**config.mk**
```make
export PLATFORM = sky130hd
export DESIGN_NAME = subreport_crc32_deframer_top
export DESIGN_NICKNAME = d
export VERILOG_FILES = /design/src/crcdf_pkg.sv /design/src/subreport_crc32_deframer_top.sv /design/src/crcdf_core.sv /design/src/crcdf_outq.sv
export SDC_FILE = /design/constraint.sdc
export NUM_CORES = 1
export LEC_CHECK = 0
export ABC_AREA = 1
export BUFFER_PORTS_ARGS = -buffer_cell sky130_fd_sc_hd__buf_2
export CAP_MARGIN = 10
export CORE_ASPECT_RATIO = 1.25
export CORE_MARGIN = 3
export CORE_UTILIZATION = 60
export CTS_BUF_LIST = sky130_fd_sc_hd__clkbuf_16
export CTS_CLUSTER_DIAMETER = 50
export DETAILED_ROUTE_END_ITERATION = 10
export GPL_TIMING_DRIVEN = 0
export PLACE_DENSITY = 0.78
export SYNTH_ARGS = -nofsm -noshare
export SYNTH_HDL_FRONTEND = slang
export SYNTH_HIERARCHICAL = 1
export SYNTH_SLANG_ARGS = --single-unit
```
**constraint.sdc**
```tcl
create_clock -name aclk -period 21.5 [get_ports aclk]
set_input_delay 0 -clock aclk [delete_from_list [all_inputs] [get_ports aclk]]
set_output_delay 0 -clock aclk [all_outputs]
set_load 0.01 [all_outputs]
```
**src/crcdf_pkg.sv**
```systemverilog
// Shared types, constants and helper functions for the CRC-32 checked record deframer.
// Used by crcdf_core, crcdf_outq and subreport_crc32_deframer_top; depends on nothing.

package crcdf_pkg;

    localparam int unsigned OUTQ_DEPTH_DEF = 4;

    localparam logic [7:0]  MAX_TAPS    = 8'd64;
    localparam logic [10:0] HDR_BYTES   = 11'd36;
    localparam logic [10:0] POS_LAST_HDR = 11'd35;
    localparam logic [10:0] POS_CHECK   = 11'd39;
    localparam logic [10:0] POS_MAX     = 11'd2047;
    localparam logic [31:0] CRC_POLY    = 32'hedb88320;
    localparam logic [31:0] CRC_INIT    = 32'hffffffff;
    localparam logic [8:0]  CAP_RESET   = 9'd128;

    localparam logic [4:0] ID_SAMPLE  = 5'd16;
    localparam logic [4:0] ID_VERDICT = 5'd17;

    localparam logic [5:0] FIELD_STOP [16] = '{
        6'd1, 6'd2, 6'd3, 6'd4, 6'd9, 6'd14, 6'd16, 6'd18,
        6'd21, 6'd24, 6'd27, 6'd30, 6'd32, 6'd33, 6'd35, 6'd36
    };

    typedef enum logic [2:0] {
        ST_OK       = 3'd0,
        ST_BAD_TAPS = 3'd1,
        ST_CAPACITY = 3'd2,
        ST_CRC      = 3'd3,
        ST_TRUNC    = 3'd4
    } status_t;

    typedef struct packed {
        logic [4:0]  field_id;
        logic [39:0] value;
        logic [6:0]  sample_index;
        logic [2:0]  status;
        logic        done_res;
    } res_t;

    typedef struct packed {
        logic [1:0] nres;
        res_t       r0;
        res_t       r1;
    } push_t;

    typedef struct packed {
        logic [4:0] id;
        logic [2:0] boff;
        logic       ends;
    } hdr_info_t;

    function automatic res_t mk_res(input logic [4:0] id, input logic [39:0] val,
                                    input logic [6:0] idx, input status_t st,
                                    input logic done);
        res_t r;
        r.field_id     = id;
        r.value        = val;
        r.sample_index = idx;
        r.status       = st;
        r.done_res     = done;
        return r;
    endfunction

    function automatic hdr_info_t hdr_info(input logic [5:0] pos);
        hdr_info_t  r;
        logic [5:0] start;
        r     = '0;
        start = '0;
        for (int i = 0; i < 16; i++) begin
            if (pos >= start && pos < FIELD_STOP[i]) begin
                r.id   = 5'(i);
                r.boff = 3'(pos - start);
                r.ends = (pos + 6'd1) == FIELD_STOP[i];
            end
            start = FIELD_STOP[i];
        end
        return r;
    endfunction

    function automatic logic [31:0] crc_byte(input logic [31:0] crc_in, input logic [7:0] b);
        logic [31:0] c;
        c = crc_in ^ {24'b0, b};
        for (int i = 0; i < 8; i++) begin
            c = (c >> 1) ^ (c[0] ? CRC_POLY : 32'b0);
        end
        return c;
    endfunction

endpackage

```
**src/subreport_crc32_deframer_top.sv**
```systemverilog
// Channel      | Dir | Ports                         | Payload
// -------------+-----+-------------------------------+----------------------------------------
// byte in      | in  | s_tvalid s_tready s_tdata     | data_byte; s_tlast = last
//              |     | s_tlast                       |
// result out   | out | m_tvalid m_tready m_tdata     | value, sample_index, status; tuser =
//              |     | m_tuser m_tlast               | field_id; tlast = done_res
// config       | in  | cfg_wr_en cfg_wr_data         | sample_capacity
//
// One byte is accepted per cycle while the result queue has room; each byte is registered,
// then parsed, and its zero, one or two result words go through the result queue to m_.
// Two words from one byte leave the single output port one by one, so the queue sets the pace.
// Reset is synchronous on aresetn low and restores capacity 128 and a cleared record.
// A stall on m_tready fills the result queue and then holds s_tready low.
// Top level of the deframer; depends on crcdf_pkg, crcdf_core and crcdf_outq.

module subreport_crc32_deframer_top
    import crcdf_pkg::*;
#(
    parameter int unsigned OUTQ_DEPTH = OUTQ_DEPTH_DEF
) (
    input  logic        aclk,
    input  logic        aresetn,
    input  logic        s_tvalid,
    output logic        s_tready,
    input  logic [7:0]  s_tdata,     // [7:0] data_byte
    input  logic        s_tlast,
    output logic        m_tvalid,
    input  logic        m_tready,
    output logic [55:0] m_tdata,     // [39:0] value, [46:40] sample_index, [49:47] status
    output logic [4:0]  m_tuser,     // [4:0] field_id
    output logic        m_tlast,
    input  logic        cfg_wr_en,
    input  logic [8:0]  cfg_wr_data
);

    localparam int unsigned SPACE_W = $clog2(OUTQ_DEPTH + 2);

    logic [SPACE_W-1:0] space;
    logic               push_en;
    push_t              push;
    res_t               head;

    crcdf_core #(
        .SPACE_W (SPACE_W)
    ) u_core (
        .aclk        (aclk),
        .aresetn     (aresetn),
        .s_tvalid    (s_tvalid),
        .s_tready    (s_tready),
        .s_tdata     (s_tdata),
        .s_tlast     (s_tlast),
        .cfg_wr_en   (cfg_wr_en),
        .cfg_wr_data (cfg_wr_data),
        .space       (space),
        .push_en     (push_en),
        .push        (push)
    );

    crcdf_outq #(
        .DEPTH   (OUTQ_DEPTH),
        .SPACE_W (SPACE_W)
    ) u_outq (
        .aclk    (aclk),
        .aresetn (aresetn),
        .push_en (push_en),
        .push    (push),
        .space   (space),
        .m_valid (m_tvalid),
        .m_ready (m_tready),
        .m_res   (head)
    );

    assign m_tdata = {6'b0, head.status, head.sample_index, head.value};
    assign m_tuser = head.field_id;
    assign m_tlast = head.done_res;

endmodule

```
**src/crcdf_core.sv**
```systemverilog
// Per-byte record parser: input word register, record state, CRC update and verdict logic.
// Depends on crcdf_pkg; produces up to two result words per byte for crcdf_outq.

module crcdf_core
    import crcdf_pkg::*;
#(
    parameter int unsigned SPACE_W = 3
) (
    input  logic               aclk,
    input  logic               aresetn,
    input  logic               s_tvalid,
    output logic               s_tready,
    input  logic [7:0]         s_tdata,
    input  logic               s_tlast,
    input  logic               cfg_wr_en,
    input  logic [8:0]         cfg_wr_data,
    input  logic [SPACE_W-1:0] space,
    output logic               push_en,
    output push_t              push
);

    logic        in_vld_reg;
    logic [7:0]  in_byte_reg;
    logic        in_last_reg;
    logic [8:0]  cap_reg;

    logic [10:0] pos_reg, pos_next;
    logic [31:0] crc_reg, crc_next;
    logic [39:0] acc_reg, acc_next;
    logic [31:0] rcrc_reg, rcrc_next;
    logic [7:0]  taps_reg, taps_next;
    logic        vg_reg, vg_next;

    res_t        r_arr [2];
    logic [1:0]  n;
    logic        proc_en;

    always_comb begin
        logic        taps_ok;
        logic [10:0] crc_off;
        logic [10:0] off;
        logic [10:0] k;
        logic [39:0] acc_v;
        logic [31:0] rc;
        logic        vg_v;
        hdr_info_t   hi;

        pos_next  = pos_reg;
        crc_next  = crc_reg;
        acc_next  = acc_reg;
        rcrc_next = rcrc_reg;
        taps_next = taps_reg;
        vg_v      = vg_reg;
        r_arr[0]  = '0;
        r_arr[1]  = '0;
        n         = 2'd0;
        taps_ok   = taps_reg != 8'd0 && taps_reg <= MAX_TAPS;
        crc_off   = HDR_BYTES + {1'b0, taps_reg, 2'b00};
        off       = pos_reg - HDR_BYTES;
        k         = pos_reg - crc_off;
        hi        = hdr_info(pos_reg[5:0]);
        acc_v     = '0;
        rc        = rcrc_reg;

        if (!vg_reg) begin
            if (pos_reg < HDR_BYTES) begin
                crc_next = crc_byte(crc_reg, in_byte_reg);
                acc_v = acc_reg | ({32'b0, in_byte_reg} << {hi.boff, 3'b000});
                if (hi.ends) begin
                    r_arr[n[0]] = mk_res(hi.id, acc_v, 7'd0, ST_OK, 1'b0);
                    n = n + 2'd1;
                    acc_v = '0;
                end
                acc_next = acc_v;
                if (pos_reg == POS_LAST_HDR) begin
                    taps_next = in_byte_reg;
                end
            end else if (!taps_ok) begin
                if (pos_reg == POS_CHECK) begin
                    r_arr[n[0]] = mk_res(ID_VERDICT, 40'd0, 7'd0, ST_BAD_TAPS, 1'b1);
                    n = n + 2'd1;
                    vg_v = 1'b1;
                end
            end else if (pos_reg < crc_off) begin
                crc_next = crc_byte(crc_reg, in_byte_reg);
                if (!off[0]) begin
                    acc_next = {32'b0, in_byte_reg};
                end else begin
                    r_arr[n[0]] = mk_res(ID_SAMPLE, {24'b0, in_byte_reg, acc_reg[7:0]},
                                         off[7:1], ST_OK, 1'b0);
                    n = n + 2'd1;
                    acc_next = '0;
                end
                if (pos_reg == POS_CHECK && {1'b0, cap_reg} < {1'b0, taps_reg, 1'b0}) begin
                    r_arr[n[0]] = mk_res(ID_VERDICT, 40'd0, 7'd0, ST_CAPACITY, 1'b1);
                    n = n + 2'd1;
                    vg_v = 1'b1;
                end
            end else begin
                if (k < 11'd4) begin
                    rc = rcrc_reg | ({24'b0, in_byte_reg} << {k[1:0], 3'b000});
                end
                rcrc_next = rc;
                if (k == 11'd3) begin
                    r_arr[n[0]] = mk_res(ID_VERDICT, 40'd0, 7'd0,
                                         (rc == ~crc_reg) ? ST_OK : ST_CRC, 1'b1);
                    n = n + 2'd1;
                    vg_v = 1'b1;
                end
            end
            if (pos_reg != POS_MAX) begin
                pos_next = pos_reg + 11'd1;
            end
            if (in_last_reg && !vg_v) begin
                r_arr[n[0]] = mk_res(ID_VERDICT, 40'd0, 7'd0, ST_TRUNC, 1'b1);
                n = n + 2'd1;
                vg_v = 1'b1;
            end
        end
        vg_next = vg_v;

        if (in_last_reg) begin
            pos_next  = '0;
            crc_next  = CRC_INIT;
            acc_next  = '0;
            rcrc_next = '0;
            taps_next = '0;
            vg_next   = 1'b0;
        end
    end

    assign proc_en   = in_vld_reg && ({{(SPACE_W-2){1'b0}}, n} <= space);
    assign s_tready  = !in_vld_reg || proc_en;
    assign push_en   = proc_en;
    assign push.nres = n;
    assign push.r0   = r_arr[0];
    assign push.r1   = r_arr[1];

    always_ff @(posedge aclk) begin
        if (!aresetn) begin
            in_vld_reg <= 1'b0;
            cap_reg    <= CAP_RESET;
            pos_reg    <= '0;
            crc_reg    <= CRC_INIT;
            acc_reg    <= '0;
            rcrc_reg   <= '0;
            taps_reg   <= '0;
            vg_reg     <= 1'b0;
        end else begin
            if (s_tready) begin
                in_vld_reg <= s_tvalid;
            end
            if (cfg_wr_en) begin
                cap_reg <= cfg_wr_data;
            end
            if (proc_en) begin
                pos_reg  <= pos_next;
                crc_reg  <= crc_next;
                acc_reg  <= acc_next;
                rcrc_reg <= rcrc_next;
                taps_reg <= taps_next;
                vg_reg   <= vg_next;
            end
        end
    end

    always_ff @(posedge aclk) begin
        if (s_tready && s_tvalid) begin
            in_byte_reg <= s_tdata;
            in_last_reg <= s_tlast;
        end
    end

`ifndef SYNTH
    a_quiet_after_verdict: assert property (@(posedge aclk) disable iff (!aresetn)
        (proc_en && vg_reg) |-> (n == 2'd0))
        else $error("result produced after the verdict");

    a_last_clears: assert property (@(posedge aclk) disable iff (!aresetn)
        (proc_en && in_last_reg) |=> (pos_reg == 11'd0 && !vg_reg && crc_reg == CRC_INIT))
        else $error("record state not cleared after last byte");

    a_pair_ends_in_verdict: assert property (@(posedge aclk) disable iff (!aresetn)
        (proc_en && n == 2'd2) |-> (push.r1.done_res && !push.r0.done_res))
        else $error("two results without a single trailing verdict");
`endif

endmodule

```
**src/crcdf_outq.sv**
```systemverilog
// Result queue: takes up to two result words per cycle and hands them out one per cycle
// while m_ready is high. Depends on crcdf_pkg for the result and push types.

module crcdf_outq
    import crcdf_pkg::*;
#(
    parameter int unsigned DEPTH   = OUTQ_DEPTH_DEF,
    parameter int unsigned SPACE_W = $clog2(DEPTH + 2)
) (
    input  logic               aclk,
    input  logic               aresetn,
    input  logic               push_en,
    input  push_t              push,
    output logic [SPACE_W-1:0] space,
    output logic               m_valid,
    input  logic               m_ready,
    output res_t               m_res
);

    localparam int unsigned PW = $clog2(DEPTH);
    localparam logic [PW-1:0] PTR_LAST = PW'(DEPTH - 1);

    typedef logic [PW-1:0] ptr_t;

    res_t               mem [DEPTH];
    ptr_t               wr_ptr_reg, wr_ptr_next;
    ptr_t               rd_ptr_reg, rd_ptr_next;
    ptr_t               wr_ptr_p1;
    logic [SPACE_W-1:0] count_reg, count_next;
    logic [SPACE_W-1:0] pushn;
    logic               pop;

    function automatic ptr_t ptr_inc(input ptr_t p);
        return (p == PTR_LAST) ? '0 : p + ptr_t'(1);
    endfunction

    assign pop       = m_valid && m_ready;
    assign pushn     = push_en ? {{(SPACE_W-2){1'b0}}, push.nres} : '0;
    assign space     = SPACE_W'(DEPTH) - count_reg + {{(SPACE_W-1){1'b0}}, pop};
    assign m_valid   = count_reg != '0;
    assign m_res     = mem[rd_ptr_reg];
    assign wr_ptr_p1 = ptr_inc(wr_ptr_reg);

    always_comb begin
        count_next  = count_reg + pushn - {{(SPACE_W-1){1'b0}}, pop};
        rd_ptr_next = pop ? ptr_inc(rd_ptr_reg) : rd_ptr_reg;
        wr_ptr_next = wr_ptr_reg;
        if (pushn == SPACE_W'(1)) begin
            wr_ptr_next = wr_ptr_p1;
        end else if (pushn == SPACE_W'(2)) begin
            wr_ptr_next = ptr_inc(wr_ptr_p1);
        end
    end

    always_ff @(posedge aclk) begin
        if (!aresetn) begin
            wr_ptr_reg <= '0;
            rd_ptr_reg <= '0;
            count_reg  <= '0;
        end else begin
            wr_ptr_reg <= wr_ptr_next;
            rd_ptr_reg <= rd_ptr_next;
            count_reg  <= count_next;
        end
    end

    always_ff @(posedge aclk) begin
        if (pushn != '0) begin
            mem[wr_ptr_reg] <= push.r0;
        end
        if (pushn == SPACE_W'(2)) begin
            mem[wr_ptr_p1] <= push.r1;
        end
    end

`ifndef SYNTH
    a_count_bound: assert property (@(posedge aclk) disable iff (!aresetn)
        count_reg <= SPACE_W'(DEPTH))
        else $error("result queue count beyond depth");

    a_no_overflow: assert property (@(posedge aclk) disable iff (!aresetn)
        push_en |-> (pushn <= space))
        else $error("result queue written beyond its free slots");

    a_pop_moves_ptr: assert property (@(posedge aclk) disable iff (!aresetn)
        pop |=> (rd_ptr_reg != $past(rd_ptr_reg)))
        else $error("read pointer did not advance on a taken word");
`endif

endmodule

```
==> results of run 1 <==
==> synthesized netlist by cell type (2+ instances only) <==
cell type	count
xor2_1	73
dlygate4sd1_1	2
buf_4	62
nor3_1	21
conb_1	2
nor2_4	2
a21o_1	9
and2_1	9
a31oi_1	8
xnor2_1	29
nand2_2	8
ha_1	55
a211oi_1	26
nor2_2	8
buf_1	5
edfxtp_1	233
inv_2	9
a21oi_2	4
nand2_4	3
o22ai_1	57
clkinv_1	3
nand3b_1	4
a21oi_1	139
nand3_1	102
nor3_2	2
a22oi_1	2
a31o_2	8
dfxtp_1	142
o211ai_1	26
clkbuf_1	75
inv_4	2
nand4_1	36
o21ai_0	391
o31ai_1	4
buf_6	17
nor3b_1	4
nor2_1	253
o21ai_1	30
fa_1	2
buf_2	40
inv_1	293
nand2_1	625
or2_2	4
nor3b_2	14
==> power by group <==
group / switching, mW / internal [mW] / leakage, nW
Clock: 0.290 / 0.391 / 0.645
Combinational: 1.48 / 0.722 / 6.52
Sequential: 0.0841 / 0.985 / 3.22
==> final cells by class <==
| type | instances | area share (%) |
|---|---|---|
| Buffer | 205 | 4.75 |
| Inverter | 307 | 4.53 |
| Clock buffer | 42 | 4.12 |
| Sequential cell | 375 | 38.5 |
| Timing Repair Buffer | 120 | 3.72 |
| Clock inverter | 32 | 0.966 |
| Multi-Input combinational cell | 2027 | 41.0 |
| Tap cell | 480 | 2.35 |
==> worst max path at each step <==
stage,cells after the start,slack [ns],end
finish,38,13.18,u_outq/mem[3][47]
global route,38,12.75,u_outq/mem[3][47]
CTS,38,13.46,u_outq/mem[3][47]
detailed placement,38,13.49,u_outq/mem[3][40]
global placement,32,8.12,u_outq/mem[0][27]
floorplan,32,12.48,u_outq/mem[1][0]
==> kinds of logic after synthesis <==
kind of cell             after synthesis  synth area share (%)
buffers and inverters                512                  10.6
AND/OR/NAND/NOR                     1099                  20.8
AO/OA/AOI/OAI                        710                  17.3
adder cells (fa/ha/maj)               57                  3.25
flip-flops                           375                  43.9
other                                  2                0.0335
XOR/XNOR                             104                  4.13
==> layout by cell type (no fill, tap or decap), types with 75 or more instances in the layout <==
cell	count
inv_1	299
nand3_1	102
o21ai_0	387
buf_2	119
nor2_1	253
nand2_1	625
dfxtp_1	142
clkbuf_1	75
edfxtp_1	233
a21oi_1	139
==> per-layer routing <==
layer / track usage [%] / vias up / share of wire [%]
met1: 40.7 / 9713 / 36
li1: - / 9880 / -
met4: 19.1 / 0 / 6.1
met5: 0 / - / 0
met3: 4.19 / 279 / 7.6
met2: 60.4 / 1160 / 50
==> timing repair <==
| item | 4_1_cts | 5_1_grt |
|---|---|---|
| endpoints found under the hold margin | 27 | 0 |
| hold buffers | 32 | 0 |
| buffers inserted | 0 | 0 |
==> impl_metrics.py, run 1 <==
metrics = {
    "status": {
        "status": "complete, no violations",
    },
    "worst_setup_path": {
        "crit_type": "flop to flop",
        "cp-end-kind": "flop",
        "cp_data_required_time_ns": 21.80,
        "worstPathArrival_ns": 8.61,
        "r2r-end": "u_outq/mem[3][47]",
        "crit_fanout": 19,
        "crit_start": "u_core/pos_reg[1]",
        "crit_family": "buffers and inverters",
        "r2r-start": "u_core/pos_reg[1]",
        "cp_slowest_stage_delay_ns": 0.67,
        "worstRegToRegCells": 38,
        "cp_num_buf_inv": 12,
        "crit_path_top_delay_cell": "clkbuf_1",
        "crit_path_start_kind": "flop",
        "crit_top_cell": "nand2_1",
        "rrSetupSlack_ns": 13.18,
    },
    "sta": {
        "timing.hold.ws_ns": 0.175,
        "setup_tns_ns": 0,
        "fin_ws_ns": 13.18,
        "drv_slew": 0,
        "clock_skew_ns": 0.0173,
        "hold_violations": 0,
        "finalCriticalPeriod_ns": 8.32,
        "relSlewSlack_pct": 17.1,
        "clock.fmax_ghz": 0.120,
        "setup_violations": 0,
        "post-route-period-util_pct": 38.7,
        "rsz0062_at_grt": "false",
        "tightestPinTransition_ns": 1.23,
    },
    "final_layout": {
        "fin_nets": 3156,
        "area_growth_pct": 13.8,
        "n_fill_cell": 2961,
        "register_area_mm2": 0.00984,
        "antennaDiodeCount": 0,
        "multi_input_area_mm2": 0.0105,
        "final_util_pct": 69.8,
        "final-instance-count-excl-fill": 3588,
        "largest_reg_flops": 224,
        "layout-drive-gt1-share_pct": 11.0,
        "fin_area_mm2": 0.0255,
    },
    "die": {
        "io_pins": 87,
        "start_util_pct": 61.3,
        "coreArea_mm2": 0.0366,
        "die_w_um": 179,
        "rows": 78,
        "die_area_mm2": 0.0398,
        "fp.dieH_um": 222,
    },
    "pwr": {
        "p_leak_nw": 10.4,
        "peakVddDrop_mv": 0.101,
        "power_density_mw_per_mm2": 155,
        "power_mw": 3.95,
    },
    "global_routing": {
        "grt_overflow": 0,
        "antenna_found_initial": 0,
        "grt_pass1_wl_um": 108000,
        "grt_pass1_vias": 20400,
        "grt_util_all_layers_pct": 34.5,
        "grt_max_degree": 26,
    },
    "hold_path": {
        "hold_depth": 2,
        "hold_path_class": "primary input to flop",
        "hold_end": "u_core/in_byte_reg[4]",
        "hp-start": "s_tdata[4]",
    },
    "synth": {
        "yosys_most_used_dff": "edfxtp_1",
        "netlist_top_cells_area": "edfxtp_1, dfxtp_1, nand2_1",
        "async_flop_share_pct": 0,
        "yosysWarnings": 6,
        "synth_top_cell_by_area": "edfxtp_1",
        "synth-seq-area-share_pct": 43.9,
        "avgSynthCellArea_um2": 7.85,
        "synth_edf_count": 233,
        "synth_top_area_share_pct": 31.2,
        "synthCells": 2859,
        "synth_cell_types": 60,
        "syn_area_mm2": 0.0224,
        "synth-seq-cells": 375,
    },
    "detailed_routing": {
        "firstDrtPassIters": 7,
        "drt-wirelength-per-cell_um": 19.4,
        "drc": 0,
        "num_vias": 21000,
        "vias_per_cell": 5.86,
        "antenna_left": 0,
        "drt_wl_total_um": 69700,
        "drtIter0Drc": 2142,
    },
    "placed_design": {
        "dpl_cell_area_mm2": 0.0239,
        "io_buffers": 79,
        "dp.cells": 3482,
        "post-place-ws_ns": 13.49,
        "dpl.hpwl_um": 50600,
        "place.gp.congestion": 1.00,
    },
    "cts": {
        "cts_buffer_depth": 3,
        "cts_root_buffer": "clkbuf_16",
        "numCtsBuffers": 40,
        "htree_levels": 2,
        "path_clk_slew_ns": 0.06,
        "clk_latency_ns": 0.55,
        "cts_tree": "yes",
        "cts_resized": 0,
        "cts_sinks": 375,
    },
    "run": {
        "cap_violations": 0,
    },
}
Power figures use the tool's default switching activity.
==> run 2, diff against run 1 <==
Settings changed: ABC_AREA 1 to 0.
Clock period 21.5 ns to 8.04 ns, I/O delays scaled along.
==> run 2 against run 1 <==
Critical path depth decreased by 6. Worst setup slack worse by 13 ns. Via count shrank 21%. Synthesized cell count is 33% lower. Total power up 87%. Routed wire length fell by 11%.
==> impl_metrics.py, run 2 <==
metrics = {
    "pwr": {
        "peakVddDrop_mv": 0.285,
        "p_sw_share_pct": 34.4,
        "p_switching_mw": 2.54,
        "power_density_mw_per_mm2": 290,
        "power.share.clock_pct": 25.7,
        "pwr-share-comb_pct": 39.1,
        "power_mw": 7.41,
        "seqPwrFrac_pct": 35.1,
        "internal-power_mw": 4.86,
        "p_leak_nw": 10.1,
    },
    "die": {
        "die_area_mm2": 0.0396,
        "die_w_um": 179,
        "fp.dieH_um": 222,
        "coreArea_mm2": 0.0365,
        "start_util_pct": 61.2,
        "io_pins": 87,
        "rows": 78,
    },
    "synth": {
        "synth_fa_ha_area_share_pct": 3.26,
        "synthCells": 1928,
        "synth_edf_count": 233,
        "synth_common_cells": "edfxtp_1, nor2_1, dfxtp_1, mux2_4, xnor2_1",
        "async_flop_share_pct": 0,
        "synth.mux.area_fraction_pct": 19.4,
        "synth_compound_area_share_pct": 11.4,
        "synth-seq-area-share_pct": 44.1,
        "syn_area_mm2": 0.0223,
        "synth-seq-cells": 375,
        "synth_top_cell_by_area": "edfxtp_1",
        "synth-xor-area-share_pct": 5.10,
        "synth_top_area_share_pct": 31.3,
        "avgSynthCellArea_um2": 11.6,
        "synth_top_family_by_area": "multiplexers",
        "yosys_most_used_dff": "edfxtp_1",
        "yosysWarnings": 6,
        "netlist_top_cells_area": "edfxtp_1, dfxtp_1, mux2_4",
        "post-synth-top-count-cell": "edfxtp_1",
        "yosys.area_share.simple_pct": 11.0,
        "synth_cell_types": 86,
    },
    "run": {
        "cap_violations": 0,
    },
    "final_layout": {
        "final_cell_mix": "edfxtp_1, nor2_1, dfxtp_1",
        "final_util_pct": 69.9,
        "final-instance-count-excl-fill": 2664,
        "antennaDiodeCount": 0,
        "largest_reg_flops": 224,
        "layout-drive-gt1-share_pct": 27.7,
        "mostFrequentLayoutCell": "edfxtp_1",
        "fin_nets": 2230,
        "fin_area_mm2": 0.0255,
        "area_growth_pct": 14.3,
    },
    "sta": {
        "finalCriticalPeriod_ns": 7.51,
        "drv_slew": 0,
        "post-route-period-util_pct": 93.5,
        "clock_skew_ns": 0.0469,
        "hold_violations": 0,
        "relSlewSlack_pct": 15.3,
        "setup_violations": 0,
        "timing.hold.ws_ns": 0.0434,
        "clock.fmax_ghz": 0.133,
        "rsz0062_at_grt": "false",
        "tightestPinTransition_ns": 1.26,
    },
    "detailed_routing": {
        "vias_per_cell": 6.22,
        "num_vias": 16600,
        "drc": 0,
        "drtIter0Drc": 1475,
        "drt-wirelength-per-cell_um": 23.3,
        "firstDrtPassIters": 7,
        "antenna_left": 0,
        "drt_wl_total_um": 62100,
    },
    "worst_setup_path": {
        "crit_type": "flop to flop",
        "worstPathArrival_ns": 7.77,
        "cp_slowest_stage_delay_ns": 0.44,
        "cp-end-kind": "flop",
        "worstRegToRegCells": 32,
        "crit_path_start_kind": "flop",
        "crit_fanout": 23,
        "crit_top_cell": "ha_1",
        "crit_path_top_delay_cell": "dfxtp_2",
        "cp_data_required_time_ns": 8.30,
    },
    "cts": {
        "numCtsBuffers": 42,
        "htree_levels": 2,
        "path_clk_slew_ns": 0.06,
        "cts_root_buffer": "clkbuf_16",
        "clk_latency_ns": 0.57,
        "cts_sinks": 375,
        "cts_buffer_depth": 3,
        "cts_tree": "yes",
    },
    "placed_design": {
        "io_buffers": 78,
        "dp.cells": 2549,
        "dpl.hpwl_um": 43100,
        "dpl_cell_area_mm2": 0.0238,
        "place.gp.congestion": 0.953,
    },
    "global_routing": {
        "grt_pass1_vias": 16800,
        "grt_pass1_wl_um": 95100,
        "grt_util_all_layers_pct": 30.8,
        "grt_max_degree": 24,
        "antenna_found_initial": 0,
        "grt_overflow": 0,
    },
    "status": {
        "status": "complete, no violations",
    },
    "hold_path": {
        "hold_depth": 3,
        "hold_path_class": "primary input to flop",
    },
}
## run 2: cell count changes in the layout (fill, tap and decap cells not counted), sizes merged, moves of 56 or more
| cell | before | now |
|---|---|---|
| xnor2 | 30 | 116 |
| xor2 | 74 | 14 |
| mux2 | 0 | 226 |
| o21ai | 422 | 86 |
| nand2 | 636 | 72 |
| mux4 | 0 | 56 |
| nor2 | 263 | 152 |
| inv | 312 | 58 |
| nand3 | 102 | 23 |
## run 2: per-layer routing
metal	global-route usage [%]	share of wire [%]	up-vias
li1	-	-	7519
met1	37.4	38	8059
met2	53.0	50	790
met3	4.54	6.6	208
met4	15.5	5.3	0
met5	0	0	-
## run 2: area by class of cell
type                            count  area, um2
Fill cell                        2594      11000
Buffer                            184       1120
Inverter                           44        169
Sequential cell                   375       9840
Clock buffer                       46       1150
Timing Repair Buffer              124        921
Multi-Input combinational cell   1379      11500
Clock inverter                     32        248
Tap cell                          480        601
## run 2: timing repair
action | 4_1_cts | 5_1_grt
setup buffers | 1 | 15
endpoints found under the setup margin | 537 | 330
pin swaps | 1 | 0
endpoints found under the hold margin | 22 | 0
resized for setup | 7 | 4
hold buffers | 22 | 0
## run 2: cells by family after synthesis
| kind of cell | after synthesis |
|---|---|
| flops | 375 |
| compound gates | 373 |
| buf+inv | 229 |
| mux | 292 |
| other cells | 2 |
| fa+ha+maj | 57 |
| xor+xnor | 130 |
| simple gates | 470 |
## run 2: path summary, 6_finish.rpt
path / start / to / slack [ns]
setup / recovery: u_core/pos_reg[0] / u_outq/mem[3][24] / 0.53
hold / removal: cfg_wr_en / u_core/cap_reg[8] / 0.04
setup reg to reg: u_core/pos_reg[0] / u_outq/mem[3][24] / 0.53
hold reg to reg: u_core/rcrc_reg[1] / u_core/rcrc_reg[1] / 0.48
## run 2: stage by stage
stage,TNS [ns],worst slack [ns]
floorplan,-85.17,-0.380
global placement,-1128.89,-4.56
detailed placement,-322.96,-1.11
CTS,0,0.0634
global route,0,0.0772
finish,0,0.526
## run 2: critical path, delay by kind of cell, from the launching register on
family	cells	cell delay [ns]
buffers and inverters	10	2.18
multiplexers	1	0.25
flip-flops	1	0.44
AND/OR/NAND/NOR	9	1.60
adder cells (fa/ha/maj)	4	1.12
AO/OA/AOI/OAI	8	1.58
## run 2: power groups by stage
stage          clock (mW)  combinational, mW  sequential (mW)
4_1_cts              1.93               2.85             2.60
5_1_grt              2.00               3.11             2.62
3_3_place_gp            0               2.67             2.66
3_5_place_dp            0               2.80             2.64
6_report             1.91               2.90             2.60
2_1_floorplan           0               2.00             2.60
